`src/sv/alkef_pkg.sv`:
```
package alkef_pkg;

    localparam int KEY_COUNT = 11;
    localparam int ADC_BITS  = 12;

    localparam int SAMPLE_W = 12;
    localparam int KEY_W    = $clog2(KEY_COUNT + 1);
    localparam int CNT_W    = 16;
    localparam int DBN_W    = 8;
    localparam int LIM_W    = 16;
    localparam int CFG_IDX_W  = 2;
    localparam int CFG_DATA_W = 16;

    localparam int ADC_FULL = 1 << ADC_BITS;
    localparam int ADC_HALF = (ADC_FULL / KEY_COUNT) / 2;
    localparam int PROD_W   = ADC_BITS + KEY_W;

    localparam logic [KEY_W-1:0] NO_KEY = KEY_W'(KEY_COUNT);
    localparam logic [CNT_W-1:0] CNT_MAX = {CNT_W{1'b1}};

    localparam logic [CFG_IDX_W-1:0] CFG_DEBOUNCE = 2'd0;
    localparam logic [CFG_IDX_W-1:0] CFG_LONG     = 2'd1;
    localparam logic [CFG_IDX_W-1:0] CFG_REPEAT   = 2'd2;

    localparam logic [DBN_W-1:0] DEBOUNCE_RST = 8'd3;
    localparam logic [LIM_W-1:0] LONG_RST     = 16'd80;
    localparam logic [LIM_W-1:0] REPEAT_RST   = 16'd50;

    typedef enum logic [1:0] {
        PH_IDLE     = 2'd0,
        PH_DEBOUNCE = 2'd1,
        PH_PRESSED  = 2'd2,
        PH_LONG     = 2'd3
    } phase_t;

    typedef enum logic [2:0] {
        EV_NONE          = 3'd0,
        EV_PRESSED       = 3'd1,
        EV_RELEASED      = 3'd2,
        EV_LONG_PRESSED  = 3'd3,
        EV_LONG_RELEASED = 3'd4,
        EV_REPEAT        = 3'd5
    } event_t;

    typedef struct packed {
        logic             valid;
        logic [KEY_W-1:0] key;
    } key_req_t;

endpackage

```
`src/sv/alkef_if.sv`:
```
interface alkef_sample_if
    import alkef_pkg::*;
();
    logic                valid;
    logic                ready;
    logic [SAMPLE_W-1:0] adc_sample;

    modport source (output valid, output adc_sample, input ready);
    modport sink   (input valid, input adc_sample, output ready);
endinterface

interface alkef_event_if
    import alkef_pkg::*;
();
    logic             valid;
    logic             ready;
    logic [KEY_W-1:0] key_index;
    logic [2:0]       event_kind;

    modport source (output valid, output key_index, output event_kind, input ready);
    modport sink   (input valid, input key_index, input event_kind, output ready);
endinterface

```
`src/sv/alkef_front.sv`:
```
module alkef_front
    import alkef_pkg::*;
(
    alkef_sample_if.sink sample_ch,
    input  logic         q_ready,
    output key_req_t     q_push
);

    localparam logic [PROD_W-1:0] KEY_MUL  = PROD_W'(KEY_COUNT);
    localparam logic [PROD_W-1:0] HALF_ADD = PROD_W'(ADC_HALF);

    logic [PROD_W-1:0] sum;
    logic [PROD_W-1:0] prod;

    // key = (s + half) * KEY_COUNT / 2^ADC_BITS
    assign sum  = PROD_W'(sample_ch.adc_sample[ADC_BITS-1:0]) + HALF_ADD;
    assign prod = sum * KEY_MUL;

    assign q_push.valid    = sample_ch.valid;
    assign q_push.key      = prod[PROD_W-1:ADC_BITS];
    assign sample_ch.ready = q_ready;

endmodule

```
`src/sv/alkef_queue.sv`:
```
module alkef_queue
    import alkef_pkg::*;
(
    input  logic     clk,
    input  logic     rst_n,
    input  key_req_t push,
    output logic     push_ready,
    output key_req_t head,
    input  logic     pop
);

    logic [KEY_W-1:0] mem_reg [2];
    logic             wr_ptr_reg;
    logic             wr_ptr_next;
    logic             rd_ptr_reg;
    logic             rd_ptr_next;
    logic [1:0]       count_reg;
    logic [1:0]       count_next;
    logic             do_push;
    logic             do_pop;

    assign push_ready = (count_reg != 2'd2);
    assign do_push    = push.valid && push_ready;
    assign do_pop     = pop && (count_reg != 2'd0);
    assign head.valid = (count_reg != 2'd0);
    assign head.key   = mem_reg[rd_ptr_reg];

    always_comb
    begin
        wr_ptr_next = wr_ptr_reg ^ do_push;
        rd_ptr_next = rd_ptr_reg ^ do_pop;
        count_next  = count_reg;
        if (do_push && !do_pop)
        begin
            count_next = count_reg + 2'd1;
        end
        else if (do_pop && !do_push)
        begin
            count_next = count_reg - 2'd1;
        end
    end

    always_ff @(posedge clk or negedge rst_n)
    begin
        if (!rst_n)
        begin
            wr_ptr_reg <= 1'b0;
            rd_ptr_reg <= 1'b0;
            count_reg  <= 2'd0;
        end
        else
        begin
            wr_ptr_reg <= wr_ptr_next;
            rd_ptr_reg <= rd_ptr_next;
            count_reg  <= count_next;
        end
    end

    always_ff @(posedge clk)
    begin
        if (do_push)
        begin
            mem_reg[wr_ptr_reg] <= push.key;
        end
    end

    a_count_bound: assert property (@(posedge clk) disable iff (!rst_n)
        count_reg != 2'd3)
        else $error("queue count overflow");

endmodule

```
`src/sv/alkef_back.sv`:
```
module alkef_back
    import alkef_pkg::*;
(
    input  logic                  clk,
    input  logic                  rst_n,
    input  logic                  cfg_we,
    input  logic [CFG_IDX_W-1:0]  cfg_index,
    input  logic [CFG_DATA_W-1:0] cfg_data,
    input  key_req_t              head,
    output logic                  pop,
    alkef_event_if.source         event_ch
);

    phase_t            phase_reg;
    phase_t            phase_next;
    logic [KEY_W-1:0]  held_key_reg;
    logic [KEY_W-1:0]  held_key_next;
    logic [CNT_W-1:0]  cnt_reg;
    logic [CNT_W-1:0]  cnt_next;
    logic [CNT_W-1:0]  cnt_tick;
    logic [DBN_W-1:0]  dbn_reg;
    logic [LIM_W-1:0]  long_reg;
    logic [LIM_W-1:0]  rep_reg;
    logic              out_valid_reg;
    logic              out_valid_next;
    logic [KEY_W-1:0]  out_key_reg;
    logic [KEY_W-1:0]  ev_key;
    event_t            out_ev_reg;
    event_t            ev;
    logic              key_same;
    logic              key_seen;
    logic              dbn_hit;
    logic              dbn_zero;
    logic              long_hit;
    logic              rep_hit;

    assign pop      = head.valid && (!out_valid_reg || event_ch.ready);
    assign cnt_tick = (cnt_reg != CNT_MAX) ? cnt_reg + CNT_W'(1) : cnt_reg;
    assign key_same = (head.key == held_key_reg);
    assign key_seen = (head.key != NO_KEY);
    assign dbn_zero = (dbn_reg == '0);
    assign dbn_hit  = (cnt_tick >= CNT_W'(dbn_reg));
    assign long_hit = (cnt_tick >= long_reg);
    assign rep_hit  = (cnt_tick >= rep_reg);

    always_ff @(posedge clk or negedge rst_n)
    begin
        if (!rst_n)
        begin
            dbn_reg  <= DEBOUNCE_RST;
            long_reg <= LONG_RST;
            rep_reg  <= REPEAT_RST;
        end
        else if (cfg_we)
        begin
            unique case (cfg_index)
                CFG_DEBOUNCE: dbn_reg  <= cfg_data[DBN_W-1:0];
                CFG_LONG:     long_reg <= cfg_data[LIM_W-1:0];
                CFG_REPEAT:   rep_reg  <= cfg_data[LIM_W-1:0];
                default:      ;
            endcase
        end
    end

    // next phase
    always_comb
    begin
        phase_next = phase_reg;
        unique case (phase_reg)
            PH_IDLE:
            begin
                if (key_seen)
                begin
                    phase_next = dbn_zero ? PH_PRESSED : PH_DEBOUNCE;
                end
            end
            PH_DEBOUNCE:
            begin
                if (!key_same)
                begin
                    phase_next = PH_IDLE;
                end
                else if (dbn_hit)
                begin
                    phase_next = PH_PRESSED;
                end
            end
            PH_PRESSED:
            begin
                if (!key_same)
                begin
                    phase_next = PH_IDLE;
                end
                else if (long_hit)
                begin
                    phase_next = PH_LONG;
                end
            end
            PH_LONG:
            begin
                if (!key_same)
                begin
                    phase_next = PH_IDLE;
                end
            end
            default: phase_next = PH_IDLE;
        endcase
    end

    // held key, scan counter and event
    always_comb
    begin
        held_key_next = held_key_reg;
        cnt_next      = cnt_tick;
        ev_key        = NO_KEY;
        ev            = EV_NONE;
        unique case (phase_reg)
            PH_IDLE:
            begin
                cnt_next = cnt_reg;
                if (key_seen)
                begin
                    held_key_next = head.key;
                    cnt_next      = '0;
                    if (dbn_zero)
                    begin
                        ev_key = head.key;
                        ev     = EV_PRESSED;
                    end
                end
            end
            PH_DEBOUNCE:
            begin
                if (!key_same)
                begin
                    held_key_next = NO_KEY;
                end
                else if (dbn_hit)
                begin
                    cnt_next = '0;
                    ev_key   = held_key_reg;
                    ev       = EV_PRESSED;
                end
            end
            PH_PRESSED:
            begin
                if (!key_same)
                begin
                    held_key_next = NO_KEY;
                    ev_key        = held_key_reg;
                    ev            = EV_RELEASED;
                end
                else if (long_hit)
                begin
                    cnt_next = '0;
                    ev_key   = held_key_reg;
                    ev       = EV_LONG_PRESSED;
                end
            end
            PH_LONG:
            begin
                if (!key_same)
                begin
                    held_key_next = NO_KEY;
                    ev_key        = held_key_reg;
                    ev            = EV_LONG_RELEASED;
                end
                else if (rep_hit)
                begin
                    cnt_next = '0;
                    ev_key   = held_key_reg;
                    ev       = EV_REPEAT;
                end
            end
            default: ;
        endcase
    end

    always_comb
    begin
        out_valid_next = out_valid_reg;
        if (pop)
        begin
            out_valid_next = 1'b1;
        end
        else if (event_ch.ready)
        begin
            out_valid_next = 1'b0;
        end
    end

    always_ff @(posedge clk or negedge rst_n)
    begin
        if (!rst_n)
        begin
            phase_reg     <= PH_IDLE;
            held_key_reg  <= NO_KEY;
            cnt_reg       <= '0;
            out_valid_reg <= 1'b0;
        end
        else
        begin
            out_valid_reg <= out_valid_next;
            if (pop)
            begin
                phase_reg    <= phase_next;
                held_key_reg <= held_key_next;
                cnt_reg      <= cnt_next;
            end
        end
    end

    always_ff @(posedge clk)
    begin
        if (pop)
        begin
            out_key_reg <= ev_key;
            out_ev_reg  <= ev;
        end
    end

    assign event_ch.valid      = out_valid_reg;
    assign event_ch.key_index  = out_key_reg;
    assign event_ch.event_kind = out_ev_reg;

    a_idle_no_key: assert property (@(posedge clk) disable iff (!rst_n)
        phase_reg == PH_IDLE |-> held_key_reg == NO_KEY)
        else $error("held key set while idle");

    a_press_phase: assert property (@(posedge clk) disable iff (!rst_n)
        out_valid_reg && out_ev_reg == EV_PRESSED |-> phase_reg == PH_PRESSED)
        else $error("press event without pressed phase");

    a_release_idle: assert property (@(posedge clk) disable iff (!rst_n)
        out_valid_reg && (out_ev_reg == EV_RELEASED || out_ev_reg == EV_LONG_RELEASED)
        |-> phase_reg == PH_IDLE)
        else $error("release event without return to idle");

endmodule

```
`src/sv/adc_ladder_key_event_fsm.sv`:
```
// channel    | dir | payload                      | handshake
// sample_ch  | in  | adc_sample[11:0]             | valid/ready
// event_ch   | out | key_index[3:0], event_kind   | valid/ready
// cfg        | in  | cfg_index[1:0], cfg_data     | cfg_we, no wait
//
// One request per cycle sustained while event_ch is ready; each sample gives one event.
// Sample path: quantizer into a two-entry queue, phase machine into the
// output register.
// Reset clears the phase machine, queue and output valid; limits return to 3/80/50.
// Output stall backs up the queue, then drops sample_ch.ready.
module adc_ladder_key_event_fsm
    import alkef_pkg::*;
(
    input  logic                  clk,
    input  logic                  rst_n,
    alkef_sample_if.sink          sample_ch,
    alkef_event_if.source         event_ch,
    input  logic                  cfg_we,
    input  logic [CFG_IDX_W-1:0]  cfg_index,
    input  logic [CFG_DATA_W-1:0] cfg_data
);

    key_req_t q_push;
    key_req_t q_head;
    logic     q_ready;
    logic     q_pop;

    alkef_front u_front (
        .sample_ch (sample_ch),
        .q_ready   (q_ready),
        .q_push    (q_push)
    );

    alkef_queue u_queue (
        .clk        (clk),
        .rst_n      (rst_n),
        .push       (q_push),
        .push_ready (q_ready),
        .head       (q_head),
        .pop        (q_pop)
    );

    alkef_back u_back (
        .clk       (clk),
        .rst_n     (rst_n),
        .cfg_we    (cfg_we),
        .cfg_index (cfg_index),
        .cfg_data  (cfg_data),
        .head      (q_head),
        .pop       (q_pop),
        .event_ch  (event_ch)
    );

endmodule

```
`src/flat_wrapper.sv`:
```
// flat-port wrapper written by rule: the top's interface ports become plain ports
module adc_ladder_key_event_fsm_flat import alkef_pkg::*;
  (clk, rst_n, cfg_we, cfg_index, cfg_data, sample_ch_valid, sample_ch_adc_sample, sample_ch_ready, event_ch_valid, event_ch_key_index, event_ch_event_kind, event_ch_ready);
  alkef_sample_if sample_ch_i ();
  alkef_event_if event_ch_i ();
  input  logic clk;
  input  logic rst_n;
  input  logic cfg_we;
  input  logic [CFG_IDX_W-1:0] cfg_index;
  input  logic [CFG_DATA_W-1:0] cfg_data;
  input wire logic [$bits(sample_ch_i.valid)-1:0] sample_ch_valid;
  input wire logic [$bits(sample_ch_i.adc_sample)-1:0] sample_ch_adc_sample;
  output wire logic [$bits(sample_ch_i.ready)-1:0] sample_ch_ready;
  output wire logic [$bits(event_ch_i.valid)-1:0] event_ch_valid;
  output wire logic [$bits(event_ch_i.key_index)-1:0] event_ch_key_index;
  output wire logic [$bits(event_ch_i.event_kind)-1:0] event_ch_event_kind;
  input wire logic [$bits(event_ch_i.ready)-1:0] event_ch_ready;
  assign sample_ch_i.valid = sample_ch_valid;
  assign sample_ch_i.adc_sample = sample_ch_adc_sample;
  assign sample_ch_ready = sample_ch_i.ready;
  assign event_ch_valid = event_ch_i.valid;
  assign event_ch_key_index = event_ch_i.key_index;
  assign event_ch_event_kind = event_ch_i.event_kind;
  assign event_ch_i.ready = event_ch_ready;
  adc_ladder_key_event_fsm u_core (.clk(clk), .rst_n(rst_n), .sample_ch(sample_ch_i), .event_ch(event_ch_i), .cfg_we(cfg_we), .cfg_index(cfg_index), .cfg_data(cfg_data));
endmodule
```
`config.mk`:
```
export PLATFORM = sky130hd
export DESIGN_NAME = adc_ladder_key_event_fsm_flat
export DESIGN_NICKNAME = d
export VERILOG_FILES = /design/src/sv/alkef_pkg.sv /design/src/sv/alkef_if.sv /design/src/sv/alkef_front.sv /design/src/sv/alkef_queue.sv /design/src/sv/alkef_back.sv /design/src/sv/adc_ladder_key_event_fsm.sv /design/src/flat_wrapper.sv
export SDC_FILE = /design/constraint.sdc
export NUM_CORES = 1
export LEC_CHECK = 0
export BUFFER_PORTS_ARGS = -buffer_cell sky130_fd_sc_hd__buf_4
export CAP_MARGIN = 20
export CORE_MARGIN = 4
export CORE_UTILIZATION = 53
export DETAILED_ROUTE_END_ITERATION = 6
export PLACE_DENSITY = 0.72
export SYNTH_ARGS = -nofsm -noshare
export SYNTH_HDL_FRONTEND = slang
export SYNTH_SLANG_ARGS = --single-unit
```
`constraint.sdc`:
```
create_clock -name clk -period 9.6 [get_ports clk]
set_input_delay 0.48 -clock clk [delete_from_list [all_inputs] [get_ports clk]]
set_output_delay 0.48 -clock clk [all_outputs]
set_load 0.02 [all_outputs]
```
## Word level (Yosys, flattened, before mapping)

Memories as Yosys holds them, arrays and structs flattened.
Cells that the tools add are included.

| cells by class | value |
|---|---|
| multiply operators | 1 |
| add/sub/neg operators | 4 |
| $lt $le $gt $ge | 3 |
| reduce and logical (&&, ||, !) cells | 22 |
| bitwise gates (word level) | 2 |
| multiplexer cells | 44 |
| equality and inequality tests | 14 |

Operators with widths:

| operator | number |
|---|---|
| $mux W16 | 8 |
| $pmux W16 S4 | 1 |
| $mux W4 | 10 |
| $ge A16 B16 Y1 | 2 |
| $mux W2 | 11 |
| $add A16 B1 Y16 const B | 1 |
| $ge A16 B8 Y1 | 1 |
| $mul A16 B4 Y16 const B | 1 |
| $ne A16 B16 Y1 const B | 1 |
| $pmux W4 S4 | 1 |
| $add A12 B8 Y13 const B | 1 |
| $pmux W3 S4 | 1 |
| $logic_not A8 Y1 | 1 |
| $mux W1 | 8 |
| $ne A2 B2 Y1 const B | 4 |
| $pmux W2 S4 | 1 |
| $pmux W4 S2 | 1 |
| $reduce_and A2 Y1 | 4 |
| $eq A2 B2 Y1 const B | 3 |
| $mux W3 | 2 |
| $ne A3 B3 Y1 const B | 2 |
| $reduce_bool A2 Y1 | 3 |
| $logic_and A1 B1 Y1 | 5 |
| $reduce_and A5 Y1 | 1 |
| other kinds (11) | 16 |

| storage, ports and cells | value |
|---|---|
| bits in writable memories | 8 |
| input bits | 35 |
| memories | 1 |
| word-level logic and storage cells | 103 |
| output and inout bits | 9 |
| register bits | 74 |

Memory list:

| memory | depth | bits a word | read ports | clocked after memory_dff | write ports | RTL line | source |
|---|---|---|---|---|---|---|---|
| u_core.u_queue.mem_reg | 2 | 4 | 1 | 0 | 1 | alkef_queue.sv:12 | `logic [KEY_W-1:0] mem_reg [2];` |

## Longest topological paths before layout

Gate-level depths: netlist of run 1.

| logic depth | value |
|---|---|
| depth in word-level cells | 7 |
| gate-level depth with buffers | 18 |
| gate-level depth less buffers | 18 |

## Modules after synthesis

A second synthesis of run 1 with hierarchy kept.

| unflattened totals | value |
|---|---|
| cell total of the unflattened synthesis | 602 |
| area total of the unflattened synthesis | 6000.8 um2 |

Modules (own cells, without submodules):

| module | area an instance (um2) | times used | cells an instance |
|---|---|---|---|
| alkef_back | 4433.0 | 1 | 442 |
| alkef_front | 1066.0 | 1 | 130 |
| alkef_queue | 501.7 | 1 | 30 |

## Worst setup path after synthesis of run 1

OpenSTA, ideal clock, no wires.

| timing | value |
|---|---|
| path type | input port to flip-flop |
| start point | input sample_ch_adc_sample[1] |
| end point | memory u_core.u_queue.mem_reg[0][3] (netlist name), data pin |
| data arrival time | 3861 ps |
| data required time | 9335 ps |
| library setup time | 265 ps |
| slack | 5474 ps |
| buffers on the path | 0 |
| stages | 18 |
| cell sequence | ha_1 > o41ai_1 > nand2b_1 > nand2_1 > xor2_1 > inv_1 > ha_1 > inv_1 > fa_1 > inv_1 > ha_1 > a2111oi_0 > o21ai_0 > inv_1 > a21oi_1 > or3_1 > a31oi_1 > xnor2_1 |

RTL lines:

| what | RTL line | source |
|---|---|---|
| from (decl) | flat_wrapper.sv:12 | `input wire logic [$bits(sample_ch_i.adc_sample)-1:0] sample_ch_adc_sample;` |
| to (decl) | alkef_queue.sv:12 |  |

## Worst setup path after layout of run 1

| timing | value |
|---|---|
| start point | register u_core.u_back.cnt_reg[0] |
| end point | register u_core.u_back.out_key_reg[2], in the netlist u_core.u_back.event_ch.key_index[2], data pin |

| on the way | value |
|---|---|
| cells in the longest elaborated chain, start to end | 6 |
| elaborated cells between the ends (all ways) | 13 |
| classes of those cells | 1 x add/sub; 3 x order compare; 1 x eq/ne; 8 x mux |

Ends and longest elaborated chain:

| what | RTL line | source |
|---|---|---|
| from (decl) | alkef_back.sv:18 | `logic [CNT_W-1:0] cnt_reg;` |
| from (signal assigned) | alkef_back.sv:208 | `cnt_reg <= cnt_next;` |
| $add A16 B1 Y16 / $ne A16 B16 Y1 (equally long branches) | alkef_back.sv:38 | `assign cnt_tick = (cnt_reg != CNT_MAX) ? cnt_reg + CNT_W'(1) : cnt_reg;` |
| $mux W16 (*) | alkef_back.sv:38 |  |
| $ge A16 B16 Y1 (tied with other cells) | alkef_back.sv:44 | `assign rep_hit = (cnt_tick >= rep_reg);` |
| $mux W4 (on tied branches) | alkef_back.sv:168, alkef_back.sv:138, alkef_back.sv:153 |  |
| $mux W4 (on tied branches) | alkef_back.sv:162, alkef_back.sv:134, alkef_back.sv:147 |  |
| $pmux W4 S4 (*) | alkef_back.sv:117 | `unique case (phase_reg)` |
| net u_core.u_back.ev_key[2] | alkef_back.sv:27 | `logic [KEY_W-1:0] ev_key;` |
| to (signal assigned) | alkef_back.sv:217 | `out_key_reg <= ev_key;` |
| to (decl) | alkef_back.sv:26 | `logic [KEY_W-1:0] out_key_reg;` |

Mark *: on every way through the listed nets, which the timed path passes. The rest lies on a longest branch.
A chain may end at the register's enable or synchronous reset.

==> results.toml, run 1 <==
[status]
status = "finished, final reports clean"

[placement]
pre_cts_slack_ns = 5.00
dp_hpwl_um = 9480
place_area_sq_mm = 0.00630
gp_congestion = 0.932
portBuffers = 43
place_inst = 771

[power]
leakage_nw = 3.12
comb_power_share_pct = 43.5
ir_worst_vdd_v = 0.000106
p_int_mw = 0.785
clockPowerShare_pct = 17.4
finalPower_mw = 1.30
switching_share_pct = 39.4
p_seq_share_pct = 39.1
power.switching_mw = 0.510
p_per_area_mw_per_mm2 = 200

[clock_network]
root_buffer = "clkbuf_8"
cts_tree = "done"
ctsResizeCount = 0
ctsLongestPathBuffers = 2
clock_sinks = 82
post-cts-setup-buffers = 0
clock_latency_ns = 0.36
cts_buffers = 9
cts.clk_slew.worst_paths_ns = 0.08
cts_hold_buf = 0
htree_levels = 3

[timing]
fin_setup_tns_ns = 0
worstMarginPinSlew_ns = 0.971
whs_ns = 0.203
rsz0062_at_grt = "no"
finalClockSkew_ns = 0.00874
slew_headroom_pct = 35.1
setup_ws_ns = 5.09
slew_viol_final = 0
post-route-period-util_pct = 46.9
finalSetupViolations = 0
max_freq_mhz = 222
post-route-min-period_ns = 4.51
finalHoldViolCount = 0

[routing]
drt_iter0_markers = 186
drt-total-wl_um = 12100
wl_per_cell_um = 15.4
num_vias = 4383
drc = 0
antenna_left = 0
first_pass_iters = 5
vias_per_cell = 5.57

[logic_synthesis]
synth-async-reset-ratio_pct = 81.7
synth_commonest_cells = "inv_1 (98), ha_1 (69), dfrtp_1 (57)"
ys_ff_latch = 82
synth_warnings = 0
synth_fa_ha_area_share_pct = 17.9
synth_top_area_share_pct = 24.4
synth-xor-area-share_pct = 4.95
synth-compound-area-share_pct = 12.5
seq_area_frac_synth_pct = 36.6
yosysTopAreaCell = "dfrtp_1"
synth_fp_nets = 711
synth_cell_type_count = 66
synth-edff-count = 15
synth_top_family_by_area = "adder cells"
yosys.area_share.simple_pct = 13.0
synth-main-ff-cell = "dfrtp_1"
synthMuxAreaShare_pct = 7.78
synth.most_common_cell = "inv_1"
syn_area_per_cell_sq_um = 9.76
syn_inst = 598
synth_area_leaders = "dfrtp_1 (24%), ha_1 (15%), edfxtp_1 (7.7%)"
synth_area_sq_mm = 0.00584

[layout]
post-route-util_pct = 60.0
final_area_sq_mm = 0.00648
nFillCells = 893
finish.net_count = 755
antenna_cells = 0
syn2layout_area_growth_pct = 10.9
multi_input_area_sq_mm = 0.00328
drive_gt1_share_pct = 19.3
layout.cells.non_filler = 787
ff_latch_area_sq_mm = 0.00214

[critical_path]
reg2reg_from = "u_core.u_back.cnt_reg[0]$_DFFE_PN0P_"
cp_cell_sequence = "ha_1 > nand3_1 > nor3_2 > nand3_1 > nand2b_1 > nor2_1 > xor2_1 > ha_1 > a21o_1 > a21o_1 > a211oi_1 > o21ai_0 > or3_1 > a311o_2 > o2bb2ai_1"
arrival_ns = 4.62
endpoint_kind = "flop"
cpPeakStageDelay_ns = 0.45
worstPathMaxFanout = 8
ff2ff_setup_slack_ns = 5.09
cp_top_family = "simple AND/OR/NAND/NOR gates"
crit_path_top_delay_cell = "or3_1"
ff2ff_path_depth = 15
crit_required_ns = 9.71
crit_path_end = "u_core.u_back.event_ch.key_index[2]$_DFFE_PP_"
startpoint_type = "flop"
startpoint = "u_core.u_back.cnt_reg[0]$_DFFE_PN0P_"
critical_path_cell_count = 15
critPathKind = "reg -> reg"
rr_endpoint = "u_core.u_back.event_ch.key_index[2]$_DFFE_PP_"
cp_num_buf_inv = 0

[job]
drv_cap = 0

[grt]
grt_pass1_vias = 4594
grt_overflow_total = 0
grt_max_degree = 68
grt_pass1_wl_um = 21300
grt_usage_pct = 20.7
antenna_found_initial = 0

[floorplan]
start_util_pct = 54.1
dieArea_sq_mm = 0.0128
die_w_um = 113
rows = 38
io-pin-count = 44
die_h_um = 113
core_sq_mm = 0.0108

[hold_path]
min_path_type = "in -> async"
## worst register-to-register path: stages, from the launching register on
cell       delay, ns
dfrtp_1         0.43
ha_1            0.29
nand3_1         0.15
nor3_2          0.25
nand3_1         0.30
nand2b_1        0.27
nor2_1          0.08
xor2_1          0.36
ha_1            0.33
a21o_1          0.18
a21o_1          0.17
a211oi_1        0.21
o21ai_0         0.23
or3_1           0.45
a311o_2         0.42
o2bb2ai_1       0.13
## cells in the final DEF (no fill, tap or decap), drive strengths merged, types with 5 or more instances in the layout
cell type	instances
mux2	37
o21a	5
nor2	26
a211oi	6
and3	6
clkbuf	12
xnor2	21
ha	69
o21ai	39
nor3	8
dfrtp	57
xor2	12
nand2	45
nand3	14
dfstp	10
edfxtp	15
nand4	12
nand2b	8
a21oi	19
inv	99
fa	9
nor4	6
buf	46
a21o	6
## cell type report
type / count / area share, %
clock buffers: 12 / 2.24
clock inverters: 4 / 0.406
inverters: 98 / 5.68
multi-input cells: 405 / 50.6
flip-flops and latches: 82 / 33.0
well taps: 140 / 2.70
repair buffers: 46 / 5.33
## power by group through the flow
stage,Combinational (mW),Clock (mW),Sequential [mW]
final,0.564,0.225,0.507
after global routing,0.645,0.249,0.516
after CTS,0.563,0.230,0.507
after detailed placement,0.558,0,0.513
after global placement,0.534,0,0.507
after floorplan,0.412,0,0.497
## cells by family after synthesis
| logic type | count (synthesis) |
|---|---|
| simple gates | 144 |
| mux | 40 |
| compound gates | 110 |
| flops | 82 |
| fa+ha+maj | 78 |
| buf+inv | 111 |
| xor+xnor | 33 |
## metal layers
metal	routed length (um)	track usage [%]	part of all wire, %	up-vias
li1	-	-	-	2160
met1	5370	27.0	44	2116
met2	5950	34.7	49	91
met3	577	4.01	4.8	16
met4	214	6.49	1.8	0
met5	0	0	0	-
## worst min path at each step
stage                                                   from                                        to  depth (start not counted)
global route                                           rst_n      u_core.u_back.cnt_reg[1]$_DFFE_PN0P_                          1
floorplan                                              rst_n      u_core.u_back.cnt_reg[0]$_DFFE_PN0P_                          0
finish                                                 rst_n      u_core.u_back.cnt_reg[5]$_DFFE_PN0P_                          1
global placement    u_core.u_back.event_ch.valid$_DFFE_PN0P_  u_core.u_back.event_ch.valid$_DFFE_PN0P_                          2
CTS                                                    rst_n      u_core.u_back.cnt_reg[0]$_DFFE_PN0P_                          1
detailed placement      u_core.u_back.rep_reg[3]$_DFFE_PN0P_      u_core.u_back.rep_reg[3]$_DFFE_PN0P_                          1
No activity file was read; power rests on OpenSTA's default activity.
==> run 2: changes to the inputs <==
==> constraint.sdc (replaced) <==
create_clock -name clk -period 4.35 [get_ports clk]
set_input_delay 0.2175 -clock clk [delete_from_list [all_inputs] [get_ports clk]]
set_output_delay 0.2175 -clock clk [all_outputs]
set_load 0.02 [all_outputs]
==> results.toml, run 2 (synthesized netlist as in run 1, its figures left out) <==
[status]
status = "finished, final reports clean"

[layout]
ff_latch_area_sq_mm = 0.00214
finish.net_count = 765
antenna_cells = 0
drive_gt1_share_pct = 20.9
final_common_cell = "inv_1"
final_cell_mix = "inv_1 (98), ha_1 (69), dfrtp_1 (57), buf_4 (55), nand2_1 (45)"
post-route-util_pct = 61.2
syn2layout_area_growth_pct = 13.1
nFillCells = 875
multi_input_area_sq_mm = 0.00330

[timing]
slew_headroom_pct = 35.8
rsz0062_at_grt = "no"
post-route-period-util_pct = 93.5
post-route-min-period_ns = 4.07
max_freq_mhz = 246
setup_ws_ns = 0.282
finalHoldViolCount = 0
finalClockSkew_ns = 0.0125
finalSetupViolations = 0
slew_viol_final = 0
worstMarginPinSlew_ns = 0.960

[critical_path]
arrival_ns = 4.19
crit_required_ns = 4.47
endpoint_kind = "flop"
startpoint_type = "input port"
worstPathMaxFanout = 6
critPathKind = "in -> reg"

[floorplan]
core_sq_mm = 0.0108
start_util_pct = 54.1
io-pin-count = 44
rows = 38
die_w_um = 113
die_h_um = 113
dieArea_sq_mm = 0.0128

[clock_network]
ctsLongestPathBuffers = 2
cts.clk_slew.worst_paths_ns = 0.09
cts_buffers = 9
cts_tree = "done"
root_buffer = "clkbuf_8"
htree_levels = 3
clock_sinks = 82
clock_latency_ns = 0.37

[routing]
wl_per_cell_um = 15.6
first_pass_iters = 4
num_vias = 4441
antenna_left = 0
drt-total-wl_um = 12400
vias_per_cell = 5.57
drc = 0
drt_iter0_markers = 195

[grt]
grt_max_degree = 68
antenna_found_initial = 0
grt_pass1_wl_um = 21300
grt_overflow_total = 0
grt_usage_pct = 20.6
grt_pass1_vias = 4549

[hold_path]
min_path_type = "in -> reg"

[job]
drv_cap = 0

[placement]
portBuffers = 43
pre_cts_slack_ns = -0.0762
dp_hpwl_um = 9620
gp_congestion = 0.898

[power]
switching_share_pct = 38.6
p_per_area_mw_per_mm2 = 446
power.switching_mw = 1.14
leakage_nw = 3.21
comb_power_share_pct = 43.0
clockPowerShare_pct = 19.2
p_int_mw = 1.81
ir_worst_vdd_v = 0.000214
p_seq_share_pct = 37.8
## run 2: path summary, 6_finish.rpt
path	from	endpoint	slack, ns	cells past startpoint
min in group asynchronous	rst_n	u_core.u_back.cnt_reg[1]$_DFFE_PN0P_	0.50	2
max in group asynchronous	rst_n	u_core.u_back.held_key_reg[2]$_DFFE_PN0P_	3.29	2
max reg2reg	u_core.u_back.cnt_reg[0]$_DFFE_PN0P_	u_core.u_back.event_ch.key_index[2]$_DFFE_PP_	0.40	15
min	cfg_data[2]	u_core.u_back.dbn_reg[2]$_DFFE_PN0P_	0.07	3
max	sample_ch_adc_sample[1]	u_core.u_queue.mem_reg[0][3]$_DFFE_PP_	0.28	19
min reg2reg	u_core.u_back.rep_reg[14]$_DFFE_PN0P_	u_core.u_back.rep_reg[14]$_DFFE_PN0P_	0.51	1
## run 2: per-stage QoR
step / hold slack (ns) / TNS [ns] / power, mW / cells / instance area [sq um]
2_1_floorplan: -0.0781 / 0 / 2.01 / 598 / 5840
3_3_place_gp: 0.372 / 0 / 2.31 / 779 / 6360
3_5_place_dp: 0.392 / -0.152 / 2.38 / 779 / 6360
4_1_cts: 0.0668 / 0 / 2.95 / 796 / 6570
5_1_grt: 0.0746 / 0 / 3.17 / 797 / 6600
6_report: 0.0733 / 0 / 2.95 / 797 / 6600
## run 2: layer usage
layer  vias to the layer above  global-route usage [%]  wire length [um]
li1                       2183                       -                 -
met1                      2157                    26.8              5570
met2                        85                    35.0              6070
met3                        16                    4.12               562
met4                         0                    6.25               227
met5                         -                       0                 0
## run 2: layout make-up
class                           count  area share (%)
Multi-Input combinational cell    405            50.0
Sequential cell                    82            32.4
Timing Repair Buffer               56            6.41
Clock inverter                      4           0.758
Clock buffer                       12            2.20
Inverter                           98            5.57
Tap cell                          140            2.65
## run 2: timing repair
action / 4_1_cts / 5_1_grt
buffers inserted: 0 / 1
endpoints found under the setup margin: 0 / 21
gates resized for setup: 0 / 4
endpoints found under the hold margin: 20 / 0
hold buffers: 1 / 0
## run 2: power groups by stage
stage / Clock (mW) / Sequential (mW) / Combinational [mW]
2_1_floorplan: 0 / 1.10 / 0.910
3_3_place_gp: 0 / 1.12 / 1.19
3_5_place_dp: 0 / 1.13 / 1.25
4_1_cts: 0.574 / 1.11 / 1.27
5_1_grt: 0.611 / 1.13 / 1.42
6_report: 0.567 / 1.11 / 1.27
## run 2: critical path, stage by stage
cell and delay, ns:
buf_4 0.13, ha_1 0.24, o41ai_1 0.45, nand2b_1 0.14, nand2_1 0.11, xor2_1 0.22
inv_1 0.10, ha_1 0.29, inv_1 0.05, fa_1 0.53, inv_1 0.04, ha_1 0.20
a2111oi_0 0.46, o21ai_0 0.18, inv_1 0.10, a21oi_1 0.09, or3_1 0.33, a31oi_1 0.20
xnor2_1 0.11
==> run 3: changes to the inputs <==
--- a/config.mk
+++ b/config.mk
@@ -11,6 +11,7 @@
 export CORE_UTILIZATION = 53
 export DETAILED_ROUTE_END_ITERATION = 6
 export PLACE_DENSITY = 0.72
+export SETUP_SLACK_MARGIN = 0.5
 export SYNTH_ARGS = -nofsm -noshare
 export SYNTH_HDL_FRONTEND = slang
 export SYNTH_SLANG_ARGS = --single-unit
==> results.toml, run 3 (synthesized netlist as in run 1, its figures left out) <==
[hold_path]
hold_start = "cfg_data[2]"
whs_path_depth = 3
holdPathEnd = "u_core.u_back.dbn_reg[2]$_DFFE_PN0P_"
min_path_type = "in -> reg"

[clock_network]
root_buffer = "clkbuf_8"
htree_levels = 3
cts_buffers = 9
cts.clk_slew.worst_paths_ns = 0.08
ctsLongestPathBuffers = 2
clock_latency_ns = 0.37
cts_tree = "done"
clock_sinks = 82

[critical_path]
cp_num_buf_inv = 0
startpoint_type = "flop"
endpoint_kind = "flop"
crit_path_top_delay_cell = "dfrtp_1"
ff2ff_setup_slack_ns = 0.53
worstPathMaxFanout = 5
arrival_ns = 3.93
reg2reg_from = "u_core.u_back.cnt_reg[1]$_DFFE_PN0P_"
critPathKind = "reg -> reg"
cp_top_family = "compound AO/OA/AOI/OAI gates"
rr_endpoint = "u_core.u_back.event_ch.key_index[2]$_DFFE_PP_"
crit_required_ns = 4.46
cp_cell_sequence = "ha_4 > nand3_4 > nor3_4 > nand3_4 > nand2b_4 > nor2_1 > xor2_1 > ha_1 > a21o_1 > a21o_1 > a211oi_2 > o21ai_2 > or3_4 > a311o_2 > o2bb2ai_2"
cpPeakStageDelay_ns = 0.42
ff2ff_path_depth = 15

[grt]
grt_overflow_total = 0
antenna_found_initial = 0
top_usage_layer = "met2"
grt_pass1_vias = 4602
grt_usage_pct = 20.7
grt_max_degree = 68
grt_use_met2_pct = 35.1
use_met3_pct = 4.55
grtUsageMet1_pct = 26.6
grt_pass1_wl_um = 21300

[routing]
drt_iter0_markers = 199
num_vias = 4427
drc = 0
wl_per_cell_um = 16.0
antenna_left = 0
drt-total-wl_um = 12900
first_pass_iters = 4
vias_per_cell = 5.51

[floorplan]
io-pin-count = 44
core_sq_mm = 0.0108
die_h_um = 113
rows = 38
die_w_um = 113
start_util_pct = 54.1
dieArea_sq_mm = 0.0128

[layout]
drive_gt1_share_pct = 26.5
syn2layout_area_growth_pct = 18.3
finish.net_count = 772
final_cell_mix = "inv_1 (98), ha_1 (68), buf_4 (61), dfrtp_1 (56), nand2_1 (43)"
final_common_cell = "inv_1"
final_area_sq_mm = 0.00691
antenna_cells = 0

[power]
p_per_area_mw_per_mm2 = 438
ir_worst_vdd_v = 0.000238
leakage_nw = 3.29

[timing]
finalClockSkew_ns = 0.0149
setup_ws_ns = 0.525
slew_headroom_pct = 36.6
max_freq_mhz = 261
finalSetupViolations = 0
fin_setup_tns_ns = 0
slew_viol_final = 0
finalHoldViolCount = 0
worstMarginPinSlew_ns = 0.948
post-route-min-period_ns = 3.82
post-route-period-util_pct = 87.9
rsz0062_at_grt = "yes"

[job]
drv_cap = 0

[placement]
place_area_sq_mm = 0.00636
dp_hpwl_um = 9560
pre_cts_slack_ns = 0.00875
gp_congestion = 0.886
portBuffers = 43

[status]
status = "finished, final reports clean"
## run 3: cell types whose count changed in the layout (fill, tap and decap cells not counted), sizes merged
cell	delta
bufinv	-1
buf	+7
clkinvlp	+1
clkbuf	+1
inv	-1
## run 3: metrics by stage
step	hold WS, ns	total power [mW]	utilization [%]	cells
finish	0.0758	3.03	64.0	804
global route	0.0823	3.27	64.0	804
CTS	0.0574	2.94	61.5	796
floorplan	-0.0781	2.01	-	598
detailed placement	0.390	2.37	58.9	777
global placement	0.372	2.30	58.9	777
## run 3: worst max path at each step
stage                                               from                                       endpoint  slack, ns  cells past startpoint
floorplan                        sample_ch_adc_sample[1]         u_core.u_queue.mem_reg[0][3]$_DFFE_PP_       0.51                     18
global placement                 sample_ch_adc_sample[1]         u_core.u_queue.mem_reg[0][3]$_DFFE_PP_       0.16                     19
detailed placement               sample_ch_adc_sample[1]         u_core.u_queue.mem_reg[1][3]$_DFFE_PP_      0.009                     19
CTS                 u_core.u_back.cnt_reg[0]$_DFFE_PN0P_  u_core.u_back.event_ch.key_index[2]$_DFFE_PP_       0.47                     15
global route        u_core.u_back.cnt_reg[1]$_DFFE_PN0P_           u_core.u_back.cnt_reg[0]$_DFFE_PN0P_       0.32                     17
finish              u_core.u_back.cnt_reg[1]$_DFFE_PN0P_  u_core.u_back.event_ch.key_index[2]$_DFFE_PP_       0.53                     15
## run 3: report_power, final
group          internal (mW)  switching, mW  total [mW]
Combinational          0.586          0.773        1.36
Clock                  0.273          0.274       0.547
Sequential             0.995          0.128        1.12
## run 3: final cells by class
cell class	instances	area, sq um
Fill cell	874	3880
Multi-Input combinational cell	405	3540
Sequential cell	82	2140
Timing Repair Buffer	63	488
Inverter	98	368
Clock buffer	13	180
Tap cell	140	175
Clock inverter	3	18.8
## run 3: routing by layer
metal  part of all wire (%)  vias up  routed length [um]
li1                       -     2194                   -
met1                     44     2135                5700
met2                     49       80                6340
met3                    4.7       18                 608
met4                    1.6        0                 208
met5                      0        -                   0
## run 3: worst min-delay path, cell delays in order
cell	delay [ns]
buf_4	0.09
nand2_1	0.04
o21ai_0	0.06
## run 3: repair_timing
action | in CTS | in global routing
setup buffers | 2 | 8
hold endpoints to repair | 31 | 0
pin swaps | 1 | 20
setup endpoints to repair | 21 | 23
resized for setup | 10 | 39
hold buffers | 1 | 0
